`src/hdl/hpq_pkg.sv`:
```
// Package for the binary min-heap queue: control word layout, status codes
// and the microprogram held as a constant read-only table.
// No dependencies; every other file of the block depends on it.
package hpq_pkg;

  // Fixed payload widths of the two channels.
  localparam int unsigned KEY_IN_W = 32;
  localparam int unsigned KEY_OUT_W = 32;
  localparam int unsigned OCC_W = 11;

  // Result status codes.
  typedef enum logic [1:0] {
    ST_INSERTED = 2'd0,
    ST_REMOVED  = 2'd1,
    ST_EMPTY    = 2'd2,
    ST_FULL     = 2'd3
  } hpq_status_t;

  // Microprogram step addresses.
  typedef enum logic [4:0] {
    U_IDLE   = 5'd0,
    U_DISP   = 5'd1,
    U_ICHK   = 5'd2,
    U_I0     = 5'd3,
    U_I1     = 5'd4,
    U_I2     = 5'd5,
    U_I3     = 5'd6,
    U_IPLACE = 5'd7,
    U_R0     = 5'd8,
    U_R1     = 5'd9,
    U_R2     = 5'd10,
    U_R3     = 5'd11,
    U_D0     = 5'd12,
    U_D1     = 5'd13,
    U_D2     = 5'd14,
    U_D3     = 5'd15,
    U_D4     = 5'd16,
    U_DPLACE = 5'd17,
    U_EMPTY  = 5'd18,
    U_FULL   = 5'd19,
    U_FIN    = 5'd20
  } hpq_upc_t;

  // How the step counter moves on.
  typedef enum logic [1:0] {
    JK_NEXT   = 2'd0,  // go to the following step
    JK_BRANCH = 2'd1,  // condition true: go to target, else following step
    JK_HOLD   = 2'd2   // condition true: stay, else go to target
  } hpq_jump_t;

  // Conditions tested by a jump.
  typedef enum logic [3:0] {
    COND_TRUE         = 4'd0,
    COND_NO_IN        = 4'd1,
    COND_REMOVE       = 4'd2,
    COND_FULL         = 4'd3,
    COND_EMPTY        = 4'd4,
    COND_POS_ZERO     = 4'd5,
    COND_PAR_NOT_LT   = 4'd6,
    COND_NO_LEFT      = 4'd7,
    COND_CHILD_NOT_LT = 4'd8,
    COND_OUT_BUSY     = 4'd9
  } hpq_cond_t;

  // Memory read address selection.
  typedef enum logic [2:0] {
    RD_NONE   = 3'd0,
    RD_ROOT   = 3'd1,
    RD_PARENT = 3'd2,
    RD_LEFT   = 3'd3,
    RD_RIGHT  = 3'd4,
    RD_LAST   = 3'd5
  } hpq_rd_t;

  // Memory write data selection; the address is always the hole position.
  typedef enum logic [1:0] {
    WR_NONE = 2'd0,
    WR_HKEY = 2'd1,
    WR_RDAT = 2'd2,
    WR_CKEY = 2'd3
  } hpq_wr_t;

  typedef enum logic [2:0] {
    POS_HOLD   = 3'd0,
    POS_CNT    = 3'd1,
    POS_PARENT = 3'd2,
    POS_CIDX   = 3'd3,
    POS_ZERO   = 3'd4
  } hpq_pos_t;

  typedef enum logic [1:0] {
    CNT_HOLD = 2'd0,
    CNT_INC  = 2'd1,
    CNT_DEC  = 2'd2
  } hpq_cnt_t;

  typedef enum logic [1:0] {
    KO_HOLD  = 2'd0,
    KO_CLEAR = 2'd1,
    KO_RDAT  = 2'd2
  } hpq_ko_t;

  typedef enum logic [1:0] {
    CH_HOLD  = 2'd0,
    CH_LEFT  = 2'd1,
    CH_RIGHT = 2'd2
  } hpq_ch_t;

  // One control word of the microprogram.
  typedef struct packed {
    hpq_jump_t   jk;
    hpq_cond_t   cond;
    hpq_upc_t    tgt;
    hpq_rd_t     rd;
    hpq_wr_t     wr;
    hpq_pos_t    pos;
    logic        hk_rdat;  // moving key takes the memory read data
    hpq_cnt_t    cnt;
    hpq_ko_t     ko;
    hpq_ch_t     ch;
    logic        st_ld;
    hpq_status_t st;
    logic        in_ld;    // capture an input beat
    logic        out_ld;   // hand the result to the output register
  } hpq_uword_t;

  // Status flags from the datapath to the sequencer.
  typedef struct packed {
    logic remove;
    logic full;
    logic empty;
    logic pos_zero;
    logic par_not_lt;
    logic no_left;
    logic child_not_lt;
    logic out_busy;
  } hpq_flags_t;

  localparam hpq_uword_t UW_NOP = '{
    jk: JK_NEXT, cond: COND_TRUE, tgt: U_IDLE, rd: RD_NONE, wr: WR_NONE,
    pos: POS_HOLD, hk_rdat: 1'b0, cnt: CNT_HOLD, ko: KO_HOLD, ch: CH_HOLD,
    st_ld: 1'b0, st: ST_INSERTED, in_ld: 1'b0, out_ld: 1'b0
  };

  // The microprogram. Insert keeps the new key in a register and moves
  // larger parents down into the hole; remove does the same downwards.
  function automatic hpq_uword_t hpq_urom(hpq_upc_t a);
    hpq_uword_t w;
    w = UW_NOP;
    case (a)
      U_IDLE: begin
        w.jk = JK_HOLD; w.cond = COND_NO_IN; w.tgt = U_DISP; w.in_ld = 1'b1;
      end
      U_DISP: begin
        w.jk = JK_BRANCH; w.cond = COND_REMOVE; w.tgt = U_R0;
      end
      U_ICHK: begin
        w.jk = JK_BRANCH; w.cond = COND_FULL; w.tgt = U_FULL;
      end
      U_I0: begin
        w.pos = POS_CNT; w.cnt = CNT_INC; w.ko = KO_CLEAR;
        w.st_ld = 1'b1; w.st = ST_INSERTED;
      end
      U_I1: begin
        w.jk = JK_BRANCH; w.cond = COND_POS_ZERO; w.tgt = U_IPLACE;
        w.rd = RD_PARENT;
      end
      U_I2: begin
        w.jk = JK_BRANCH; w.cond = COND_PAR_NOT_LT; w.tgt = U_IPLACE;
      end
      U_I3: begin
        w.jk = JK_BRANCH; w.cond = COND_TRUE; w.tgt = U_I1;
        w.wr = WR_RDAT; w.pos = POS_PARENT;
      end
      U_IPLACE: begin
        w.jk = JK_BRANCH; w.cond = COND_TRUE; w.tgt = U_FIN; w.wr = WR_HKEY;
      end
      U_R0: begin
        w.jk = JK_BRANCH; w.cond = COND_EMPTY; w.tgt = U_EMPTY; w.rd = RD_ROOT;
      end
      U_R1: begin
        w.ko = KO_RDAT; w.cnt = CNT_DEC; w.st_ld = 1'b1; w.st = ST_REMOVED;
      end
      U_R2: begin
        w.jk = JK_BRANCH; w.cond = COND_EMPTY; w.tgt = U_FIN;
        w.rd = RD_LAST; w.pos = POS_ZERO;
      end
      U_R3: begin
        w.hk_rdat = 1'b1;
      end
      U_D0: begin
        w.jk = JK_BRANCH; w.cond = COND_NO_LEFT; w.tgt = U_DPLACE;
        w.rd = RD_LEFT;
      end
      U_D1: begin
        w.ch = CH_LEFT; w.rd = RD_RIGHT;
      end
      U_D2: begin
        w.ch = CH_RIGHT;
      end
      U_D3: begin
        w.jk = JK_BRANCH; w.cond = COND_CHILD_NOT_LT; w.tgt = U_DPLACE;
      end
      U_D4: begin
        w.jk = JK_BRANCH; w.cond = COND_TRUE; w.tgt = U_D0;
        w.wr = WR_CKEY; w.pos = POS_CIDX;
      end
      U_DPLACE: begin
        w.jk = JK_BRANCH; w.cond = COND_TRUE; w.tgt = U_FIN; w.wr = WR_HKEY;
      end
      U_EMPTY: begin
        w.jk = JK_BRANCH; w.cond = COND_TRUE; w.tgt = U_FIN;
        w.ko = KO_CLEAR; w.st_ld = 1'b1; w.st = ST_EMPTY;
      end
      U_FULL: begin
        w.jk = JK_BRANCH; w.cond = COND_TRUE; w.tgt = U_FIN;
        w.ko = KO_CLEAR; w.st_ld = 1'b1; w.st = ST_FULL;
      end
      U_FIN: begin
        w.jk = JK_HOLD; w.cond = COND_OUT_BUSY; w.tgt = U_IDLE; w.out_ld = 1'b1;
      end
      default: begin
        w.jk = JK_BRANCH; w.cond = COND_TRUE; w.tgt = U_IDLE;
      end
    endcase
    return w;
  endfunction

endpackage

```
`src/hdl/hpq_seq.sv`:
```
// Microprogram sequencer: step counter, control word table and jump logic.
// Depends on hpq_pkg for the control word, conditions and the table itself.
module hpq_seq (
  input  logic                clk,
  input  logic                rst_n,
  input  logic                in_valid,
  input  hpq_pkg::hpq_flags_t flags,
  output hpq_pkg::hpq_uword_t uw,
  output logic                in_ready
);
  import hpq_pkg::*;

  hpq_upc_t upc_r;
  hpq_upc_t upc_nxt;
  hpq_upc_t upc_inc;
  logic     hit;

  // Fetch the control word of the current step.
  assign uw = hpq_urom(upc_r);

  // Input beats are only taken in the idle step.
  assign in_ready = (upc_r == U_IDLE);

  // Evaluate the selected condition.
  always_comb begin
    case (uw.cond)
      COND_TRUE:         hit = 1'b1;
      COND_NO_IN:        hit = ~in_valid;
      COND_REMOVE:       hit = flags.remove;
      COND_FULL:         hit = flags.full;
      COND_EMPTY:        hit = flags.empty;
      COND_POS_ZERO:     hit = flags.pos_zero;
      COND_PAR_NOT_LT:   hit = flags.par_not_lt;
      COND_NO_LEFT:      hit = flags.no_left;
      COND_CHILD_NOT_LT: hit = flags.child_not_lt;
      COND_OUT_BUSY:     hit = flags.out_busy;
      default:           hit = 1'b0;
    endcase
  end

  // Choose the next step.
  always_comb begin
    upc_inc = hpq_upc_t'(upc_r + 5'd1);
    case (uw.jk)
      JK_NEXT:   upc_nxt = upc_inc;
      JK_BRANCH: upc_nxt = hit ? uw.tgt : upc_inc;
      JK_HOLD:   upc_nxt = hit ? upc_r : uw.tgt;
      default:   upc_nxt = U_IDLE;
    endcase
  end

  always_ff @(posedge clk) begin
    if (!rst_n) begin
      upc_r <= U_IDLE;
    end else begin
      upc_r <= upc_nxt;
    end
  end

endmodule

```
`config.mk`:
```
export PLATFORM = sky130hd
export DESIGN_NAME = hpq_seq
export DESIGN_NICKNAME = d
export VERILOG_FILES = /design/src/hdl/hpq_pkg.sv /design/src/hdl/hpq_seq.sv
export SDC_FILE = /design/constraint.sdc
export NUM_CORES = 1
export LEC_CHECK = 0
export CAP_MARGIN = 20
export CORE_MARGIN = 2
export CORE_UTILIZATION = 50
export CTS_CLUSTER_SIZE = 16
export DETAILED_ROUTE_END_ITERATION = 16
export DONT_BUFFER_PORTS = 1
export HOLD_SLACK_MARGIN = 0.1
export SYNTH_ARGS = -nofsm -noshare
export SYNTH_HDL_FRONTEND = slang
export SYNTH_SLANG_ARGS = --single-unit
```
`constraint.sdc`:
```
create_clock -name clk -period 3.24 [get_ports clk]
set_input_delay 0.648 -clock clk [delete_from_list [all_inputs] [get_ports clk]]
set_output_delay 0.648 -clock clk [all_outputs]
set_load 0.01 [all_outputs]
```
==> reports/results.ini, run 1 <==
[run_status]
status = finished clean

[layout]
nFillCells = 212
largest_reg_flops = 5
antenna_cells = 0
final_util = 0.559
area_growth_syn_to_layout_pct = 3.71
top_register = upc_r
drive_gt1_frac = 0.114
num-nets-final = 183
fin_area_mm2 = 0.00112
reg_top3 = upc_r (5)

[timing]
fin_tns_setup_ns = 0
rsz0062_at_grt = no
setup_violations = 0
hold_viol = 0
finalMaxSlewViolations = 0
finalCriticalPeriod_ns = 2.87
maxSlewHeadroom = 0.518
period_share = 0.886
fmax_mhz = 348
worst_pin_slew_ns = 0.723
fin_skew_ns = 0.00306
setup_ws_ns = 0.370

[synthesis]
synth.distinct_cells = 50
synth_cells = 169
netlist_area_mm2 = 0.00108
synth_nets = 185
synth_edf_count = 0
yosysMostFrequentCell = nor2_1
async_flop_share = 0
synth_top_area_frac = 0.0927
yosysWarningCount = 0
synthTopCellsByCount = nor2_1, nand2_1, inv_1, a21oi_1, nor2b_1
yosys_most_used_dff = dfxtp_1
yosysSeqAreaShare = 0.0927
ys_seq_elements = 5
yosysTopAreaCell = dfxtp_1
syn_area_per_cell_um2 = 6.39
synth_area_leaders = dfxtp_1, nor2_1, ha_1

[cts]
cts.sinks = 5
cts_setup_buffers = 0
cts_resized = 0
clk_path_buf_depth = 2
cts_tree = built
cts_buffers = 3
cts-root-buf = clkbuf_4
clkSlewWorstSetupHoldPaths_ns = 0.04
htreeDepth = 1
cts_hold_buf = 0
clock_latency_ns = 0.25

[die]
die_width_um = 50.5
fp.dieH_um = 50.5
core_area_mm2 = 0.00200
pin_count = 43
start_util = 0.539
fp-row-count = 16
die-area_mm2 = 0.00255

[setup_path]
cp_max_fo = 10
required_ns = 2.59
crit_path_start = upc_r[0]
worstSetupPathType = reg2out
critPathCaptureType = output port
startpoint_type = flip-flop
r2r_start = upc_r[0]
worstPathArrival_ns = 2.22

[pwr]
vdd_drop_max_uv = 605
power_mw = 1.14
leakage_nw = 0.487
power_density_mw_per_mm2 = 1020

[route]
initialDrtViolationCount = 32
dr_total_vias = 1155
first_pass_iters = 4
vias_per_cell = 5.98
postRouteAntennaNets = 0
wirelength_um = 3040
wire_per_inst_um = 15.8
drcViolationCount = 0

[placement]
place_congestion = 0.943
io_buffers = 0
dpl_cell_area_mm2 = 0.00109
dpl_worst_slack_ns = 0.420
post-dp-hpwl_um = 2290

[grt]
grt_overflow = 0
grt_pass1_wl_um = 4780
grt_pass1_vias = 1028
grt_max_degree = 24
track_usage = 0.245
antenna_found_initial = 0

[min_path]
hold_path.class = in2reg
worstHoldStart = rst_n

[run]
drv_cap = 0

[cell type report]
type / instances / area, µm² / area share
clock buffers: 4 / 26.3 / 0.0235
flip-flops and latches: 5 / 100 / 0.0894
multi-input cells: 135 / 851 / 0.760
inverters: 15 / 56.3 / 0.0503
well taps: 27 / 33.8 / 0.0302
repair buffers: 7 / 52.6 / 0.0469
[worst paths after layout]
check / to / slack, ns / cells past startpoint
hold / removal: upc_r[2] / 0.53 / 1
hold reg to reg: upc_r[1] / 0.67 / 4
setup reg to reg: upc_r[1] / 0.41 / 11
setup / recovery: uw[28] / 0.37 / 7
[critical path, cell delays in order, from the launching register on]
cell and delay (ns):
dfxtp_1 0.36, ha_1 0.36, and3_1 0.24, ha_1 0.20
a31o_1 0.20, a311o_1 0.33, nor2_1 0.18, nor2_1 0.11
[kinds of logic (layout without fill, tap and decap cells)]
family | Yosys count | after routing | synth area share
buffers and inverters | 29 | 26 | 0.119
muxes | 5 | 5 | 0.0510
and+or+nand+nor | 70 | 70 | 0.319
adders and majority gates | 5 | 5 | 0.0579
DFF | 5 | 5 | 0.0927
AOI/OAI and AO/OA | 53 | 53 | 0.344
xor gates and xnor gates | 2 | 2 | 0.0162
[placed cells by master, fill, tap and decap left out, drive strengths merged, types with 2 or more instances in the layout]
cell type,netlist,routed
o21a,4,4
nor2,23,23
a21boi,4,4
o22ai,5,5
mux2i,4,4
clkbuf,3,4
xnor2,2,2
dfxtp,5,5
a21oi,11,11
nand2,16,16
o211ai,2,2
and3,3,3
a31o,2,2
ha,5,5
buf,11,7
nand3,4,4
nor3,3,3
and2,2,2
a2111oi,2,2
nand2b,4,4
nor2b,9,9
inv,15,15
o21ai,11,11
[stage by stage]
stage / hold slack (ns) / cells
6_report: 0.535 / 193
5_1_grt: 0.535 / 193
4_1_cts: 0.534 / 193
3_5_place_dp: 0.659 / 189
3_3_place_gp: 0.636 / 189
2_1_floorplan: 0.603 / 169
[report_power, final]
part           leakage, nW  internal, mW  total (mW)  switching, mW
sequential          0.0408        0.0784       0.121         0.0422
combinational        0.431         0.362       0.941          0.579
clock               0.0150        0.0468      0.0764         0.0296
[metal layers]
metal,global-route usage,vias up,share of wire
li1,-,583,-
met1,0.307,527,0.47
met2,0.423,41,0.46
met3,0.0298,4,0.056
met4,0.0946,0,0.0092
met5,0,-,0
Note: power is estimated with default switching activity, not from simulation.
==> run 2: changes to the inputs <==
--- a/config.mk
+++ b/config.mk
@@ -6,6 +6,7 @@
 export NUM_CORES = 1
 export LEC_CHECK = 0
 export CAP_MARGIN = 20
+export CORE_ASPECT_RATIO = 1.1
 export CORE_MARGIN = 2
 export CORE_UTILIZATION = 50
 export CTS_CLUSTER_SIZE = 16
==> reports/results.ini, run 2 (synthesized netlist as in run 1, its figures left out) <==
[timing]
fin_skew_ns = 0.00664
fin_tns_setup_ns = 0
worst_pin_slew_ns = 0.642
setup_violations = 0
finalCriticalPeriod_ns = 2.90
maxSlewHeadroom = 0.571
hold_viol = 0
finalMaxSlewViolations = 0
rsz0062_at_grt = no
fmax_mhz = 345
period_share = 0.894

[setup_path]
crit_chain = inv_1, ha_1, nor2b_1, a2111oi_0, a311o_1, nor2_1, nor2_1
startpoint_type = flip-flop
critPathCaptureType = output port
required_ns = 2.59
worstPathArrival_ns = 2.25
slowest_stage = ha_1
slowest_delay_ns = 0.47
worstSetupPathType = reg2out
cpMostUsedCell = nor2_1
cp_max_fo = 16

[pwr]
power_density_mw_per_mm2 = 996
leakage_nw = 0.483
vdd_drop_max_uv = 663
power_mw = 1.11

[grt]
grt_use_met1 = 0.265
grt_pass1_vias = 1024
gr-usage-met2 = 0.377
grt_overflow = 0
grtUsageMet3 = 0.0686
track_usage = 0.226
grt_busiest_layer = met2
antenna_found_initial = 0
grt_max_degree = 22
grt_pass1_wl_um = 4540

[run_status]
status = finished clean

[layout]
final_common_cell = nor2_1
num-nets-final = 182
largest_reg_flops = 5
antenna_cells = 0
drive_gt1_frac = 0.109
final_cell_mix = nor2_1, nand2_1, inv_1
area_growth_syn_to_layout_pct = 3.13
reg_top3 = upc_r (5)
finalNonFillerCells = 193
top_register = upc_r

[cts]
htreeDepth = 1
cts_setup_buffers = 0
cts_resized = 0
clock_latency_ns = 0.25
cts-root-buf = clkbuf_4
cts_tree = built
cts.sinks = 5
cts_hold_buf = 0
clkSlewWorstSetupHoldPaths_ns = 0.04
cts_buffers = 3
clk_path_buf_depth = 2

[route]
initialDrtViolationCount = 39
first_pass_iters = 4
wirelength_um = 2840
drcViolationCount = 0
postRouteAntennaNets = 0
dr_total_vias = 1177
wire_per_inst_um = 14.7
vias_per_cell = 6.10

[placement]
io_buffers = 0
place_congestion = 0.890
dp.cells = 189
post-dp-hpwl_um = 2220

[die]
die-area_mm2 = 0.00255
fp.dieH_um = 52.7
pin_count = 43
start_util = 0.534
core_area_mm2 = 0.00202
die_width_um = 48.3
fp-row-count = 17

[run]
drv_cap = 0

[min_path]
hold_path.class = in2reg

run 2: final cells by class:
class,count,area (µm²)
fillers,216,907
inverters,15,56.3
clock buffers,4,26.3
well taps,28,35.0
repair buffers,6,45.0
multi-input cells,135,851
flip-flops and latches,5,100
run 2: per-layer routing:
layer	wire length, µm	share of wire
met1	1200	0.42
met2	1300	0.46
met3	271	0.095
met4	70	0.025
met5	0	0
run 2: path summary, 6_finish.rpt:
kind                               start  endpoint  slack, ns  cells past startpoint
worst max-delay path            upc_r[0]    uw[28]       0.34                      7
worst min-delay path               rst_n  upc_r[2]       0.53                      1
worst max register to register  upc_r[0]  upc_r[1]       0.47                     11
worst min register to register  upc_r[1]  upc_r[1]       0.66                      4
run 2: power by group:
group          leakage (nW)  internal [mW]  switching (mW)
Clock                0.0150         0.0466          0.0258
Combinational         0.427          0.352           0.568
Sequential           0.0408         0.0785          0.0376
run 2: stage by stage:
step                       util  hold slack (ns)  area, µm²  setup WS (ns)
final                     0.551            0.533       1110          0.342
after global routing      0.551            0.519       1110          0.164
after CTS                 0.551            0.529       1110          0.361
after detailed placement  0.538            0.660       1090          0.471
after global placement    0.538            0.630       1090          0.491
after floorplan               -            0.603       1080          0.576
run 2: critical path, delay by kind of cell (launching register included):
family	cells	cell delay (ns)
fa+ha+maj	1	0.47
simple gates	3	0.42
flops	1	0.35
buf+inv	1	0.10
compound gates	2	0.67
==> run 3: changes to the inputs <==
--- a/config.mk
+++ b/config.mk
@@ -13,6 +13,7 @@
 export DETAILED_ROUTE_END_ITERATION = 16
 export DONT_BUFFER_PORTS = 1
 export HOLD_SLACK_MARGIN = 0.1
+export PLACE_DENSITY_LB_ADDON = 0.25
 export SYNTH_ARGS = -nofsm -noshare
 export SYNTH_HDL_FRONTEND = slang
 export SYNTH_SLANG_ARGS = --single-unit
==> reports/results.ini, run 3 (synthesized netlist as in run 1, its figures left out) <==
[run_status]
status = finished clean

[pwr]
p_sw_mw = 0.638
swShare = 0.574
clkPwrFrac = 0.061
pwr-share-comb = 0.829
power_frac_seq = 0.110
leakage_nw = 0.478
vdd_drop_max_uv = 700
power_density_mw_per_mm2 = 1000
p_int_mw = 0.473

[layout]
drive_gt1_frac = 0.104
top_register = upc_r
antenna_cells = 0
final_util = 0.547
num-nets-final = 181
reg_top3 = upc_r (5)
area_growth_syn_to_layout_pct = 2.43
fin_area_mm2 = 0.00111
final_cell_mix = nor2_1, nand2_1, inv_1
largest_reg_flops = 5
nFillCells = 218
final_common_cell = nor2_1

[grt]
grt_pass1_wl_um = 4910
grt_pass1_vias = 1097
grt_max_degree = 25
grt_busiest_layer = met2
track_usage = 0.240
grt_use_met1 = 0.297
grtUsageMet3 = 0.0400
gr-usage-met2 = 0.442
grt_overflow = 0
antenna_found_initial = 0

[cts]
cts_hold_buf = 0
cts.sinks = 5
htreeDepth = 1
clock_latency_ns = 0.23
cts_buffers = 3
cts_tree = built
cts_resized = 0
cts-root-buf = clkbuf_4
cts_setup_buffers = 0
clkSlewWorstSetupHoldPaths_ns = 0.04
clk_path_buf_depth = 2

[setup_path]
worstSetupPathType = reg2out
cp_max_fo = 16
required_ns = 2.59
worstPathArrival_ns = 2.24
critPathCaptureType = output port
startpoint_type = flip-flop

[route]
drcViolationCount = 0
first_pass_iters = 4
initialDrtViolationCount = 48
wire_per_inst_um = 15.2
postRouteAntennaNets = 0
vias_per_cell = 6.09
dr_total_vias = 1169
wirelength_um = 2920

[die]
pin_count = 43
die-area_mm2 = 0.00255
fp.dieH_um = 52.7
start_util = 0.534
fp-row-count = 17
core_area_mm2 = 0.00202
die_width_um = 48.3

[placement]
place_congestion = 0.873
post-dp-hpwl_um = 2220
io_buffers = 0
dpl_cell_area_mm2 = 0.00108

[timing]
fmax_mhz = 346
fin_tns_setup_ns = 0
period_share = 0.892
setup_violations = 0
rsz0062_at_grt = no
maxSlewHeadroom = 0.493
finalMaxSlewViolations = 0
hold_viol = 0
finalCriticalPeriod_ns = 2.89
worst_pin_slew_ns = 0.760
fin_skew_ns = 0.00149

[min_path]
hold_path.class = in2reg

[run]
drv_cap = 0

## run 3: changes by cell type in the layout (fill, tap and decap cells not counted), sizes merged
cell / previous run / this run
buf: 6 / 5
## run 3: path summary, 6_finish.rpt
check             startpoint        to  slack, ns  depth (start not counted)
setup / recovery    upc_r[0]    uw[21]       0.35                          6
setup reg to reg    upc_r[0]  upc_r[4]       0.38                         11
hold / removal         rst_n  upc_r[2]       0.55                          1
hold reg to reg     upc_r[0]  upc_r[0]       0.67                          2
## run 3: stage by stage
step	std cells	setup slack, ns	hold WS, ns	total power [mW]
after detailed placement	188	0.448	0.653	1.03
after floorplan	169	0.576	0.603	0.882
after global placement	188	0.473	0.633	1.03
after global routing	192	0.143	0.550	1.22
final	192	0.350	0.547	1.11
after CTS	192	0.400	0.544	1.11
## run 3: cell type report
class                   count  area [µm²]  share of cell area
multi-input cells         135         851               0.769
flip-flops and latches      5         100              0.0905
inverters                  15        56.3              0.0509
repair buffers              5        37.5              0.0339
well taps                  28        35.0              0.0317
clock buffers               4        26.3              0.0238
## run 3: power groups by stage
stage               Sequential (mW)  Combinational (mW)  Clock (mW)
floorplan                    0.0909               0.791           0
CTS                           0.121               0.916      0.0697
detailed placement            0.122               0.911           0
global placement              0.120               0.908           0
finish                        0.122               0.921      0.0678
global route                  0.127                1.02      0.0757
## run 3: metal layers
layer	routed length [µm]	vias to the layer above
li1	-	579
met1	1290	543
met2	1410	43
met3	197	4
met4	19	0
met5	0	-
## run 3: critical path: stages (launching register included)
cell,delay (ns)
dfxtp_1,0.35
inv_1,0.10
ha_1,0.46
nor2_1,0.13
o21a_1,0.19
a2111oi_0,0.55
buf_4,0.24
